[src/hdl/hhi_pkg.sv]
`timescale 1ns / 1ps
// Shared widths, defaults, status codes and controller states for the hopscotch insert block.
package hhi_pkg;

   // Parameter defaults
   localparam int LOG2_BUCKETS_DEF = 10;
   localparam int NEIGHBORHOOD_DEF = 15;

   // Fixed field widths of the request and response words
   localparam int HASH_W   = 32;
   localparam int STATUS_W = 2;
   localparam int SLOT_W   = 10;
   localparam int DIST_W   = 4;
   localparam int OCC_W    = 11;

   typedef enum logic [STATUS_W-1:0] {
      STATUS_OK      = 2'd0,
      STATUS_NO_MOVE = 2'd1,
      STATUS_FULL    = 2'd2
   } status_type;

   typedef enum logic [3:0] {
      S_CLEAR,
      S_IDLE,
      S_PROBE,
      S_CHECK,
      S_SCAN,
      S_SETFREE,
      S_CLRMOVE,
      S_FINAL,
      S_HOMEUPD,
      S_DONE
   } state_type;

endpackage

[src/hdl/hhi_ctrl.sv]
`timescale 1ns / 1ps
// Insert sequencer: clear sweep, probe, displacement scan, bucket updates and response register.
module hhi_ctrl
   import hhi_pkg::*;
#(
   parameter int LOG2_BUCKETS = LOG2_BUCKETS_DEF,
   parameter int NEIGHBORHOOD = NEIGHBORHOOD_DEF
) (
   input  logic                       clock,
   input  logic                       reset,
   // request channel
   input  logic                       req_valid,
   output logic                       req_stall,
   input  logic [HASH_W-1:0]          req_hash_value,
   // response channel
   output logic                       rsp_valid,
   input  logic                       rsp_stall,
   output logic [STATUS_W-1:0]        rsp_status,
   output logic [SLOT_W-1:0]          rsp_slot_index,
   output logic [DIST_W-1:0]          rsp_hop_distance,
   output logic [OCC_W-1:0]           rsp_occupancy,
   // bucket memory
   output logic                       mem_we,
   output logic [LOG2_BUCKETS-1:0]    mem_waddr,
   output logic [NEIGHBORHOOD:0]      mem_wdata,
   output logic [LOG2_BUCKETS-1:0]    mem_raddr,
   input  logic [NEIGHBORHOOD:0]      mem_rdata
);

   localparam int IDX_W  = LOG2_BUCKETS;
   localparam int WORD_W = NEIGHBORHOOD + 1;
   localparam int CNT_W  = LOG2_BUCKETS + 1;
   localparam int SD_W   = $clog2(NEIGHBORHOOD);
   localparam int HOP_W  = $clog2(NEIGHBORHOOD + 1);

   localparam logic [WORD_W-1:0] OCC_MASK  = WORD_W'(1) << NEIGHBORHOOD;
   localparam logic [CNT_W-1:0]  TABLE_CNT = CNT_W'(1) << IDX_W;
   localparam logic [IDX_W-1:0]  LAST_IDX  = {IDX_W{1'b1}};

   // lowest set hop bit, NEIGHBORHOOD when none
   function automatic logic [HOP_W-1:0] lowest_hop(input logic [WORD_W-1:0] w);
      logic [HOP_W-1:0] h;
      h = HOP_W'(NEIGHBORHOOD);
      for (int d = NEIGHBORHOOD - 1; d >= 0; d--) begin
         if (w[d]) begin
            h = HOP_W'(d);
         end
      end
      return h;
   endfunction

   state_type          state_ff,     state_in;
   logic [IDX_W-1:0]   clr_addr_ff,  clr_addr_in;
   logic [IDX_W-1:0]   home_ff,      home_in;
   logic [IDX_W-1:0]   free_idx_ff,  free_idx_in;
   logic [IDX_W-1:0]   free_span_ff, free_span_in;
   logic [WORD_W-1:0]  free_word_ff, free_word_in;
   logic [IDX_W-1:0]   scan_idx_ff,  scan_idx_in;
   logic [SD_W-1:0]    scan_dist_ff, scan_dist_in;
   logic [IDX_W-1:0]   move_idx_ff,  move_idx_in;
   logic [SD_W-1:0]    move_span_ff, move_span_in;
   logic               hop_zero_ff,  hop_zero_in;
   logic [WORD_W-1:0]  aux_word_ff,  aux_word_in;
   logic [CNT_W-1:0]   count_ff,     count_in;
   status_type         res_status_ff, res_status_in;
   logic               rsp_valid_ff, rsp_valid_in;
   logic [STATUS_W-1:0] rsp_status_ff, rsp_status_in;
   logic [SLOT_W-1:0]  rsp_slot_ff,  rsp_slot_in;
   logic [DIST_W-1:0]  rsp_dist_ff,  rsp_dist_in;
   logic [OCC_W-1:0]   rsp_occ_ff,   rsp_occ_in;

   logic [HOP_W-1:0]   hop;
   logic               found;
   logic [WORD_W-1:0]  scan_new;

   // scan evaluation on the word just read
   assign hop   = lowest_hop(mem_rdata);
   assign found = hop < HOP_W'(scan_dist_ff);

   always_comb begin
      scan_new = (mem_rdata & ~(WORD_W'(1) << hop)) | (WORD_W'(1) << scan_dist_ff);
      if (hop == '0) begin
         scan_new = scan_new & ~OCC_MASK;
      end
   end

   // control state
   always_ff @(posedge clock) begin
      if (reset) begin
         state_ff     <= S_CLEAR;
         clr_addr_ff  <= '0;
         count_ff     <= '0;
         rsp_valid_ff <= 1'b0;
      end else begin
         state_ff     <= state_in;
         clr_addr_ff  <= clr_addr_in;
         count_ff     <= count_in;
         rsp_valid_ff <= rsp_valid_in;
      end
   end

   // datapath registers
   always_ff @(posedge clock) begin
      home_ff       <= home_in;
      free_idx_ff   <= free_idx_in;
      free_span_ff  <= free_span_in;
      free_word_ff  <= free_word_in;
      scan_idx_ff   <= scan_idx_in;
      scan_dist_ff  <= scan_dist_in;
      move_idx_ff   <= move_idx_in;
      move_span_ff  <= move_span_in;
      hop_zero_ff   <= hop_zero_in;
      aux_word_ff   <= aux_word_in;
      res_status_ff <= res_status_in;
      rsp_status_ff <= rsp_status_in;
      rsp_slot_ff   <= rsp_slot_in;
      rsp_dist_ff   <= rsp_dist_in;
      rsp_occ_ff    <= rsp_occ_in;
   end

   // next state, memory requests and response load
   always_comb begin
      state_in      = state_ff;
      clr_addr_in   = clr_addr_ff;
      home_in       = home_ff;
      free_idx_in   = free_idx_ff;
      free_span_in  = free_span_ff;
      free_word_in  = free_word_ff;
      scan_idx_in   = scan_idx_ff;
      scan_dist_in  = scan_dist_ff;
      move_idx_in   = move_idx_ff;
      move_span_in  = move_span_ff;
      hop_zero_in   = hop_zero_ff;
      aux_word_in   = aux_word_ff;
      count_in      = count_ff;
      res_status_in = res_status_ff;
      rsp_valid_in  = rsp_valid_ff;
      rsp_status_in = rsp_status_ff;
      rsp_slot_in   = rsp_slot_ff;
      rsp_dist_in   = rsp_dist_ff;
      rsp_occ_in    = rsp_occ_ff;
      mem_we        = 1'b0;
      mem_waddr     = free_idx_ff;
      mem_wdata     = '0;
      mem_raddr     = free_idx_ff;

      // response word taken
      if (rsp_valid_ff && !rsp_stall) begin
         rsp_valid_in = 1'b0;
      end

      case (state_ff)
         // zero every bucket after reset
         S_CLEAR: begin
            mem_we      = 1'b1;
            mem_waddr   = clr_addr_ff;
            clr_addr_in = clr_addr_ff + 1'b1;
            if (clr_addr_ff == LAST_IDX) begin
               state_in = S_IDLE;
            end
         end
         S_IDLE: begin
            if (req_valid) begin
               home_in = req_hash_value[IDX_W-1:0];
               if (count_ff == TABLE_CNT) begin
                  res_status_in = STATUS_FULL;
                  state_in      = S_DONE;
               end else begin
                  mem_raddr    = req_hash_value[IDX_W-1:0];
                  free_idx_in  = req_hash_value[IDX_W-1:0];
                  free_span_in = '0;
                  state_in     = S_PROBE;
               end
            end
         end
         // walk forward to the nearest free bucket
         S_PROBE: begin
            if (mem_rdata[NEIGHBORHOOD]) begin
               free_idx_in  = free_idx_ff + 1'b1;
               free_span_in = free_span_ff + 1'b1;
               mem_raddr    = free_idx_ff + 1'b1;
            end else begin
               free_word_in = mem_rdata;
               state_in     = S_CHECK;
            end
         end
         // free bucket in reach, or start a displacement scan
         S_CHECK: begin
            if (32'(free_span_ff) >= 32'(NEIGHBORHOOD)) begin
               mem_raddr    = free_idx_ff - IDX_W'(NEIGHBORHOOD - 1);
               scan_idx_in  = free_idx_ff - IDX_W'(NEIGHBORHOOD - 1);
               scan_dist_in = SD_W'(NEIGHBORHOOD - 1);
               state_in     = S_SCAN;
            end else begin
               state_in = S_FINAL;
            end
         end
         S_SCAN: begin
            if (found) begin
               // rewrite the hop bits of the scanned bucket, fetch the entry to move
               mem_we       = 1'b1;
               mem_waddr    = scan_idx_ff;
               mem_wdata    = scan_new;
               aux_word_in  = scan_new;
               hop_zero_in  = (hop == '0);
               move_idx_in  = scan_idx_ff + IDX_W'(hop);
               move_span_in = scan_dist_ff - SD_W'(hop);
               mem_raddr    = scan_idx_ff + IDX_W'(hop);
               state_in     = S_SETFREE;
            end else if (scan_dist_ff == SD_W'(1)) begin
               res_status_in = STATUS_NO_MOVE;
               state_in      = S_DONE;
            end else begin
               scan_idx_in  = scan_idx_ff + 1'b1;
               scan_dist_in = scan_dist_ff - 1'b1;
               mem_raddr    = scan_idx_ff + 1'b1;
            end
         end
         // old free bucket takes the moved entry
         S_SETFREE: begin
            mem_we       = 1'b1;
            mem_waddr    = free_idx_ff;
            mem_wdata    = free_word_ff | OCC_MASK;
            free_word_in = hop_zero_ff ? aux_word_ff : (mem_rdata & ~OCC_MASK);
            free_idx_in  = move_idx_ff;
            free_span_in = free_span_ff - IDX_W'(move_span_ff);
            state_in     = hop_zero_ff ? S_CHECK : S_CLRMOVE;
         end
         // vacated bucket loses its occupied flag
         S_CLRMOVE: begin
            mem_we    = 1'b1;
            mem_waddr = free_idx_ff;
            mem_wdata = free_word_ff;
            state_in  = S_CHECK;
         end
         // occupy the free bucket, fetch home for its hop bit
         S_FINAL: begin
            mem_we    = 1'b1;
            mem_waddr = free_idx_ff;
            mem_wdata = free_word_ff | OCC_MASK;
            mem_raddr = home_ff;
            if (free_span_ff == '0) begin
               mem_wdata     = free_word_ff | OCC_MASK | WORD_W'(1);
               count_in      = count_ff + 1'b1;
               res_status_in = STATUS_OK;
               state_in      = S_DONE;
            end else begin
               state_in = S_HOMEUPD;
            end
         end
         S_HOMEUPD: begin
            mem_we        = 1'b1;
            mem_waddr     = home_ff;
            mem_wdata     = mem_rdata | (WORD_W'(1) << free_span_ff);
            count_in      = count_ff + 1'b1;
            res_status_in = STATUS_OK;
            state_in      = S_DONE;
         end
         // hand the result to the output register
         S_DONE: begin
            if (!rsp_valid_ff || !rsp_stall) begin
               rsp_valid_in  = 1'b1;
               rsp_status_in = res_status_ff;
               rsp_occ_in    = OCC_W'(count_ff);
               if (res_status_ff == STATUS_OK) begin
                  rsp_slot_in = SLOT_W'(free_idx_ff);
                  rsp_dist_in = DIST_W'(free_span_ff);
               end else begin
                  rsp_slot_in = '0;
                  rsp_dist_in = '0;
               end
               state_in = S_IDLE;
            end
         end
         default: begin
            state_in = S_IDLE;
         end
      endcase
   end

   assign req_stall        = (state_ff != S_IDLE);
   assign rsp_valid        = rsp_valid_ff;
   assign rsp_status       = rsp_status_ff;
   assign rsp_slot_index   = rsp_slot_ff;
   assign rsp_hop_distance = rsp_dist_ff;
   assign rsp_occupancy    = rsp_occ_ff;

   // occupancy never passes the table size
   a_count_bound: assert property (@(posedge clock) disable iff (reset)
      count_ff <= TABLE_CNT)
      else $error("occupancy count above table size");

   // occupancy only steps up by one
   a_count_step: assert property (@(posedge clock) disable iff (reset)
      (!$past(reset) && !$stable(count_ff)) |-> (count_ff == $past(count_ff) + 1'b1))
      else $error("occupancy count changed by other than one");

   // a response word only appears after the done state
   a_rsp_source: assert property (@(posedge clock) disable iff (reset)
      (!$past(reset) && $rose(rsp_valid_ff)) |-> $past(state_ff == S_DONE))
      else $error("response raised outside done state");

   // a scan never runs with zero distance
   a_scan_dist: assert property (@(posedge clock) disable iff (reset)
      (state_ff == S_SCAN) |-> (scan_dist_ff != '0))
      else $error("displacement scan at zero distance");

   // no bucket write while waiting for a request
   a_idle_quiet: assert property (@(posedge clock) disable iff (reset)
      (state_ff == S_IDLE) |-> !mem_we)
      else $error("bucket write while idle");

endmodule

[config.mk]
export PLATFORM = sky130hd
export DESIGN_NAME = hhi_ctrl
export DESIGN_NICKNAME = d
export VERILOG_FILES = /design/src/hdl/hhi_pkg.sv /design/src/hdl/hhi_ctrl.sv
export SDC_FILE = /design/constraint.sdc
export NUM_CORES = 1
export LEC_CHECK = 0
export BUFFER_PORTS_ARGS = -buffer_cell sky130_fd_sc_hd__clkbuf_2
export CORE_ASPECT_RATIO = 0.5
export CORE_UTILIZATION = 54
export CTS_CLUSTER_DIAMETER = 150
export DETAILED_ROUTE_END_ITERATION = 8
export GPL_TIMING_DRIVEN = 0
export PLACE_DENSITY_LB_ADDON = 0.3
export SYNTH_ARGS = -nofsm -noshare
export SYNTH_HDL_FRONTEND = slang
export SYNTH_SLANG_ARGS = --single-unit
[constraint.sdc]
create_clock -name clock -period 4.51 [get_ports clock]
set_input_delay 0.451 -clock clock [delete_from_list [all_inputs] [get_ports clock]]
set_output_delay 0.451 -clock clock [all_outputs]
set_load 0.01 [all_outputs]
==> results.yml, run 1 <==
run_status:
  outcome: "complete, no violations"
cts:
  tritoncts: "yes"
  root_buffer: "clkbuf_16"
  h-tree-depth: 4
  insertion_delay_ns: 0.44
  clock_sinks: 146
  numCtsBuffers: 17
  clock_path_buffers: 2
  cts.reportedPaths.clkPinSlew_ns: 0.06
  hold_buffers: 0
global_routing:
  grt_max_degree: 26
  grt_overflow: 0
  grt_pass1_vias: 7364
  antenna_found_initial: 0
  track_usage_pct: 33.1
  grt_pass1_wl_um: 41400
cells_and_area:
  area_growth_pct: 16.1
  seq_area_mm2: 0.00412
  multi_input_area_mm2: 0.00438
  layout.nets: 1090
  design_area_mm2: 0.0102
  nFillCells: 1291
  antennaDiodeCount: 0
  drive_gt1_share_pct: 19.5
floorplan:
  die_height_um: 92.2
  start_util_pct: 56.2
  pin_count: 118
  die_w_um: 182
  core_area_mm2: 0.0157
  fp-row-count: 32
  die_area_mm2: 0.0168
pwr:
  worst_ir_drop_vdd_mv: 0.295
  p_leak_uw: 0.00382
  p_switching_uw: 944
  p_clk_share_pct: 40.8
  pwr_density_cell_mw_per_mm2: 327
  power_frac_comb_pct: 13.3
  seq_power_share_pct: 45.9
  swShare_pct: 28.2
  p_int_uw: 2400
detailed_routing:
  drt_first_pass_iters: 5
  first_iter_violations: 957
  drt.antenna.violating_nets: 0
  vias_per_cell: 6.45
  wl_per_cell_um: 22.0
  via_count: 8008
  wirelength_um: 27300
  drc_errors: 0
yosys:
  synth_area_leaders: "edfxtp_1 (41%), dfxtp_1 (5.9%), nor2_1 (4.0%)"
  yosysWarnings: 0
  postSynthCellCount: 887
  netlist.area_leader.share_pct: 41.0
  yosys.area.top_type: "edfxtp_1"
  async_flop_share_pct: 0
  synth_area_per_cell_um2: 9.92
  synth_nets: 970
  synth_seq_area_share_pct: 46.9
  synth-edff-count: 120
  yosysUniqueCellTypes: 79
  netlist_area_mm2: 0.00880
  synth-main-ff-cell: "edfxtp_1"
  ys_ff_latch: 146
job:
  maxCapViolCount: 0
sta:
  whs_ns: 0.222
  setup_viol: 0
  hold_viol_final: 0
  post-route-period-util_pct: 96.9
  rsz0062_at_grt: "true"
  fin_crit_ns: 4.37
  clock_skew_ns: 0.0112
  relSlewSlack_pct: 4.07
  timing.final.max_slew_violations: 0
  worst_slew_pin_slew_ns: 1.44
  max_freq_mhz: 229
critical_path:
  timing.critical_path.arrival_ns: 3.92
  timing.rr.start: "state_ff[0]"
  reg2reg_slack_ns: 0.40
  cp-start-kind: "input pin"
  worstSetupPathType: "in2out"
  worst-path-max-fanout: 25
  required_ns: 4.06
  startpoint: "mem_rdata[13]"
  end_kind: "primary output"
placed_design:
  place_congestion: 0.961
  post-dp-hpwl_um: 19600
  placed_cell_area_mm2: 0.00959
  port_buffers: 93
worst_hold_path:
  hold_path.class: "in2reg"
  hp-start: "req_hash_value[0]"
## synth_stat cells, types with 5 or more instances
cell type,count
clkbuf_1,30
a32oi_1,6
nor3_1,18
a21o_1,6
a22oi_1,18
xor2_1,26
xnor2_1,31
and2_1,18
nand4_1,14
o21ai_0,53
and3_1,9
buf_1,5
dfxtp_1,26
a21oi_1,63
or2_2,6
a221oi_1,5
nor4_1,9
edfxtp_1,120
inv_1,29
nor2b_1,9
o31ai_1,13
a221o_1,5
ha_1,28
or3_1,8
buf_2,11
nand2b_1,9
mux2i_1,16
o211ai_1,9
mux2_2,15
nand2_1,77
nor2_1,94
o221ai_1,6
nand3_1,16
## per-layer routing
metal	vias up	part of all wire (%)	GRT usage, %
met2	549	42	48.0
met4	0	2.1	10.8
met1	3856	43	46.9
met5	-	0	0
li1	3542	-	-
met3	61	13	10.0
## placed cells by master, fill, tap and decap left out, drive strengths merged, types with 10 or more instances in the layout
cell type / instances
a21oi: 63
edfxtp: 120
ha: 28
o31ai: 13
o21ai: 53
xor2: 26
clkbuf: 142
and2: 18
xnor2: 31
inv: 35
a22oi: 18
nand4: 15
nor2: 96
nand2: 77
mux2: 15
nand3: 17
buf: 26
nor3: 20
dfxtp: 26
mux2i: 16
nor4: 10
## worst max-delay path, cell delays in order
cell and delay, ns:
clkbuf_2 0.15, nand2b_1 0.17, a21oi_1 0.17, o21bai_1 0.11, a21oi_2 0.20, a21o_1 0.21, a21oi_2 0.10, ha_1 0.22
fa_1 0.42, nor2b_1 0.15, o311a_1 0.27, nand2_2 0.19, inv_4 0.20, buf_6 0.21, buf_12 0.22, nand2_1 0.08
o311ai_0 0.14, clkbuf_2 0.22
## power by group through the flow
| stage | clock (uW) | combinational [uW] | sequential (uW) |
|---|---|---|---|
| 2_1_floorplan | 0 | 282 | 1550 |
| 3_3_place_gp | 0 | 415 | 1560 |
| 3_5_place_dp | 0 | 423 | 1560 |
| 4_1_cts | 1360 | 427 | 1530 |
| 5_1_grt | 1400 | 476 | 1540 |
| 6_report | 1370 | 445 | 1530 |
## final timing paths
check | cells past startpoint | end
max | 18 | mem_waddr[8]
min | 1 | home_ff[0]
max reg2reg | 12 | free_span_ff[9]
min reg2reg | 0 | rsp_occupancy[7]
## registers in the layout, indices dropped and copies added (netlist names)
signal and count:
aux_word_ff 16, free_word_ff 16, count_ff 11, rsp_occupancy 11, clr_addr_ff 10, free_idx_ff 10
free_span_ff 10, home_ff 10, move_idx_ff 10, rsp_slot_index 10, scan_idx_ff 10, move_span_ff 4
rsp_hop_distance 4, scan_dist_ff 4, state_ff 4, res_status_ff 2, rsp_status 2, hop_zero_ff 1
rsp_valid 1
## stage by stage
stage	setup TNS (ns)	utilization [%]	cells	setup WS [ns]	total power (uW)
2_1_floorplan	0	-	887	0.181	1830
3_3_place_gp	-47.65	60.9	1201	-1.72	1970
3_5_place_dp	-6.95	61.2	1203	-0.387	1980
4_1_cts	0	65.0	1238	0.0257	3310
5_1_grt	-0.0186	65.2	1241	-0.0186	3420
6_report	0	65.2	1241	0.139	3340
## what timing repair did
| item | 4_1_cts | 5_1_grt |
|---|---|---|
| setup buffers | 3 | 3 |
| setup endpoints to repair | 29 | 30 |
| resized for setup | 6 | 7 |
| pin swaps | 1 | 4 |
## final cells by class
cell class | instances | area share (%)
multi-input cells | 661 | 42.9
flip-flops and latches | 146 | 40.4
clock inverters | 13 | 0.956
repair buffers | 101 | 5.34
plain buffers | 48 | 2.10
clock buffers | 19 | 4.44
well taps | 221 | 2.71
inverters | 32 | 1.20
## cell families after synthesis
group | Yosys count | share of synthesized area (%)
compound gates | 223 | 16.6
xor+xnor | 57 | 5.68
fa+ha+maj | 31 | 4.67
buf+inv | 80 | 3.67
flops | 146 | 46.9
mux | 31 | 3.74
simple gates | 319 | 18.8
Power figures use the tool's default switching activity.
==> run 2: changes to the inputs <==
==> constraint.sdc (replaced) <==
create_clock -name clock -period 4.51 [get_ports clock]
set_input_delay 0.902 -clock clock [delete_from_list [all_inputs] [get_ports clock]]
set_output_delay 0.902 -clock clock [all_outputs]
set_load 0.01 [all_outputs]
==> run 2 against run 1 <==
  * The run now ends with negative setup slack left
  * Sequential share of layout area down 3.8 points
  * Register-to-register slack worse by 0.14 ns
  * Total power up 3.4%
  * Critical path depth up 2
  * Non-clock buffer count up 41
  * Highest routed layer unchanged
==> results.yml, run 2 (synthesized netlist as in run 1, its figures left out) <==
run_status:
  outcome: "finished with violations"
  violations: "negative setup slack"
sta:
  relSlewSlack_pct: 14.6
  hold_viol_final: 0
  worst_slew_pin_slew_ns: 1.28
  max_freq_mhz: 204
  whs_ns: 0.512
  rsz0062_at_grt: "true"
  clock_skew_ns: 0.00894
  post-route-period-util_pct: 109
  worst_slack_ns: -0.387
  timing.final.max_slew_violations: 0
  setup_viol: 37
  fin_crit_ns: 4.90
detailed_routing:
  via_count: 8368
  wirelength_um: 30000
  wl_met2_um: 12900
  wl_met1_um: 12000
  vias_per_cell: 6.53
  first_iter_violations: 1114
  wl_per_cell_um: 23.4
  met3RoutedLength_um: 4060
  dr.max_layer_used: "met4"
  drt.antenna.violating_nets: 0
  drc_errors: 0
  drt_first_pass_iters: 5
floorplan:
  pin_count: 118
  die_area_mm2: 0.0168
  die_w_um: 182
  fp-row-count: 32
  core_area_mm2: 0.0157
  start_util_pct: 56.2
  die_height_um: 92.2
placed_design:
  port_buffers: 93
  place_congestion: 0.953
  dpl.cell_count: 1203
  post-dp-hpwl_um: 19500
cells_and_area:
  reg.largest.list: "aux_word_ff: 16 flops, free_word_ff: 16 flops"
  antennaDiodeCount: 0
  drive_gt1_share_pct: 28.8
  layout.cells.non_filler: 1282
  layout_commonest_cell: "edfxtp_1"
  area_growth_pct: 28.2
  layout.nets: 1131
  final_cell_mix: "edfxtp_1 (120), nor2_1 (83), nand2_1 (70)"
critical_path:
  worstSetupPathType: "in2out"
  path_cells: "clkbuf_16, nand2b_4, a21oi_2, o21bai_1, a21oi_2, a21o_1, a21oi_2, ha_2, fa_2, nor2b_2, o311a_4, nand2_8, inv_8, buf_4, buf_6, buf_6, clkbuf_16, a32oi_2, o211ai_1, buf_2"
  end_kind: "primary output"
  timing.critical_path.arrival_ns: 4.00
  required_ns: 3.61
  cp-start-kind: "input pin"
  path_common_cell: "a21oi_2"
  startpoint: "mem_rdata[13]"
  reg2reg_slack_ns: 0.26
  r2r_cells: 6
  timing.rr.start: "state_ff[3]"
  critPathCapture: "mem_wdata[11]"
  cp_slowest_stage_delay_ns: 0.35
  worst-path-max-fanout: 6
  r2r-end: "free_span_ff[0]"
  cp_slowest_cell: "fa_2"
pwr:
  p_leak_uw: 0.00426
  power_frac_comb_pct: 14.4
  p_clk_share_pct: 41.3
  swShare_pct: 28.9
  p_switching_uw: 1000
  design_power_total_uw: 3460
  seq_power_share_pct: 44.3
  pwr_density_cell_mw_per_mm2: 307
  worst_ir_drop_vdd_mv: 0.257
  p_int_uw: 2460
global_routing:
  antenna_found_initial: 0
  grt_pass1_wl_um: 44400
  grt_max_degree: 21
  grt_overflow: 0
  grt_pass1_vias: 7881
  track_usage_pct: 35.7
cts:
  h-tree-depth: 4
  clock_sinks: 146
  cts.reportedPaths.clkPinSlew_ns: 0.07
  tritoncts: "yes"
  root_buffer: "clkbuf_16"
  clock_path_buffers: 2
  insertion_delay_ns: 0.45
  numCtsBuffers: 17
job:
  maxCapViolCount: 0
worst_hold_path:
  hold_path.class: "reg2reg"
[run 2: cell count changes in the layout (fill, tap and decap cells not counted), moves of 7 or more]
| cell | before | now |
|---|---|---|
| clkbuf_2 | 96 | 65 |
| buf_4 | 6 | 32 |
| buf_2 | 12 | 32 |
| o21ai_0 | 51 | 37 |
| buf_6 | 2 | 15 |
| nor2_1 | 94 | 83 |
| nor2_4 | 1 | 10 |
| o21ai_1 | 1 | 10 |
| a21oi_1 | 59 | 52 |
[run 2: how the worst min path moves through the flow]
| stage | startpoint | end | slack, ns | cells past startpoint |
|---|---|---|---|---|
| after floorplan | count_ff[9] | rsp_occupancy[9] | 0.46 | 0 |
| after global placement | rsp_valid | rsp_valid | 0.48 | 2 |
| after detailed placement | count_ff[7] | rsp_occupancy[7] | 0.50 | 0 |
| after CTS | rsp_valid | rsp_valid | 0.51 | 2 |
| after global routing | count_ff[7] | rsp_occupancy[7] | 0.53 | 0 |
| final | rsp_valid | rsp_valid | 0.51 | 2 |
[run 2: power by group through the flow]
| stage | registers (uW) | clock network [uW] | logic [uW] |
|---|---|---|---|
| finish | 1530 | 1430 | 498 |
| CTS | 1530 | 1420 | 458 |
| global route | 1540 | 1480 | 532 |
| global placement | 1560 | 0 | 414 |
| detailed placement | 1560 | 0 | 422 |
| floorplan | 1550 | 0 | 282 |
[run 2: area by class of cell]
cell class | count | area [um2]
Multi-Input combinational cell | 661 | 4820
Buffer | 47 | 293
Inverter | 32 | 128
Fill cell | 1114 | 4380
Tap cell | 221 | 277
Clock buffer | 19 | 464
Timing Repair Buffer | 143 | 1060
Clock inverter | 13 | 110
Sequential cell | 146 | 4120
[run 2: critical path, delay by kind of cell]
family | cells | cell delay [ns]
AOI/OAI and AO/OA | 8 | 1.27
buffers and inverters | 7 | 0.87
and+or+nand+nor | 3 | 0.37
adders and majority gates | 2 | 0.57
[run 2: repair_timing]
action                     in CTS  in global routing
setup buffers                  30                 17
resized for setup             110                 80
gates cloned                    4                  1
setup endpoints to repair      37                 37
hold buffers                    0                  0
pin swaps                      28                 37
[run 2: routing by layer]
metal	vias up	track usage, %
met4	0	14.8
met3	101	9.65
met1	3960	49.7
li1	3628	-
met2	679	52.5
met5	-	0
[run 2: stage by stage]
| step | area (um2) | utilization, % | TNS [ns] | worst slack (ns) |
|---|---|---|---|---|
| final | 11300 | 72.0 | -9.71 | -0.387 |
| after global routing | 11300 | 72.0 | -11.07 | -0.442 |
| after CTS | 10900 | 69.7 | -2.20 | -0.207 |
| after detailed placement | 9580 | 61.2 | -41.27 | -1.20 |
| after global placement | 9540 | 60.9 | -45.14 | -1.15 |
| after floorplan | 8800 | - | 0 | 0.0789 |
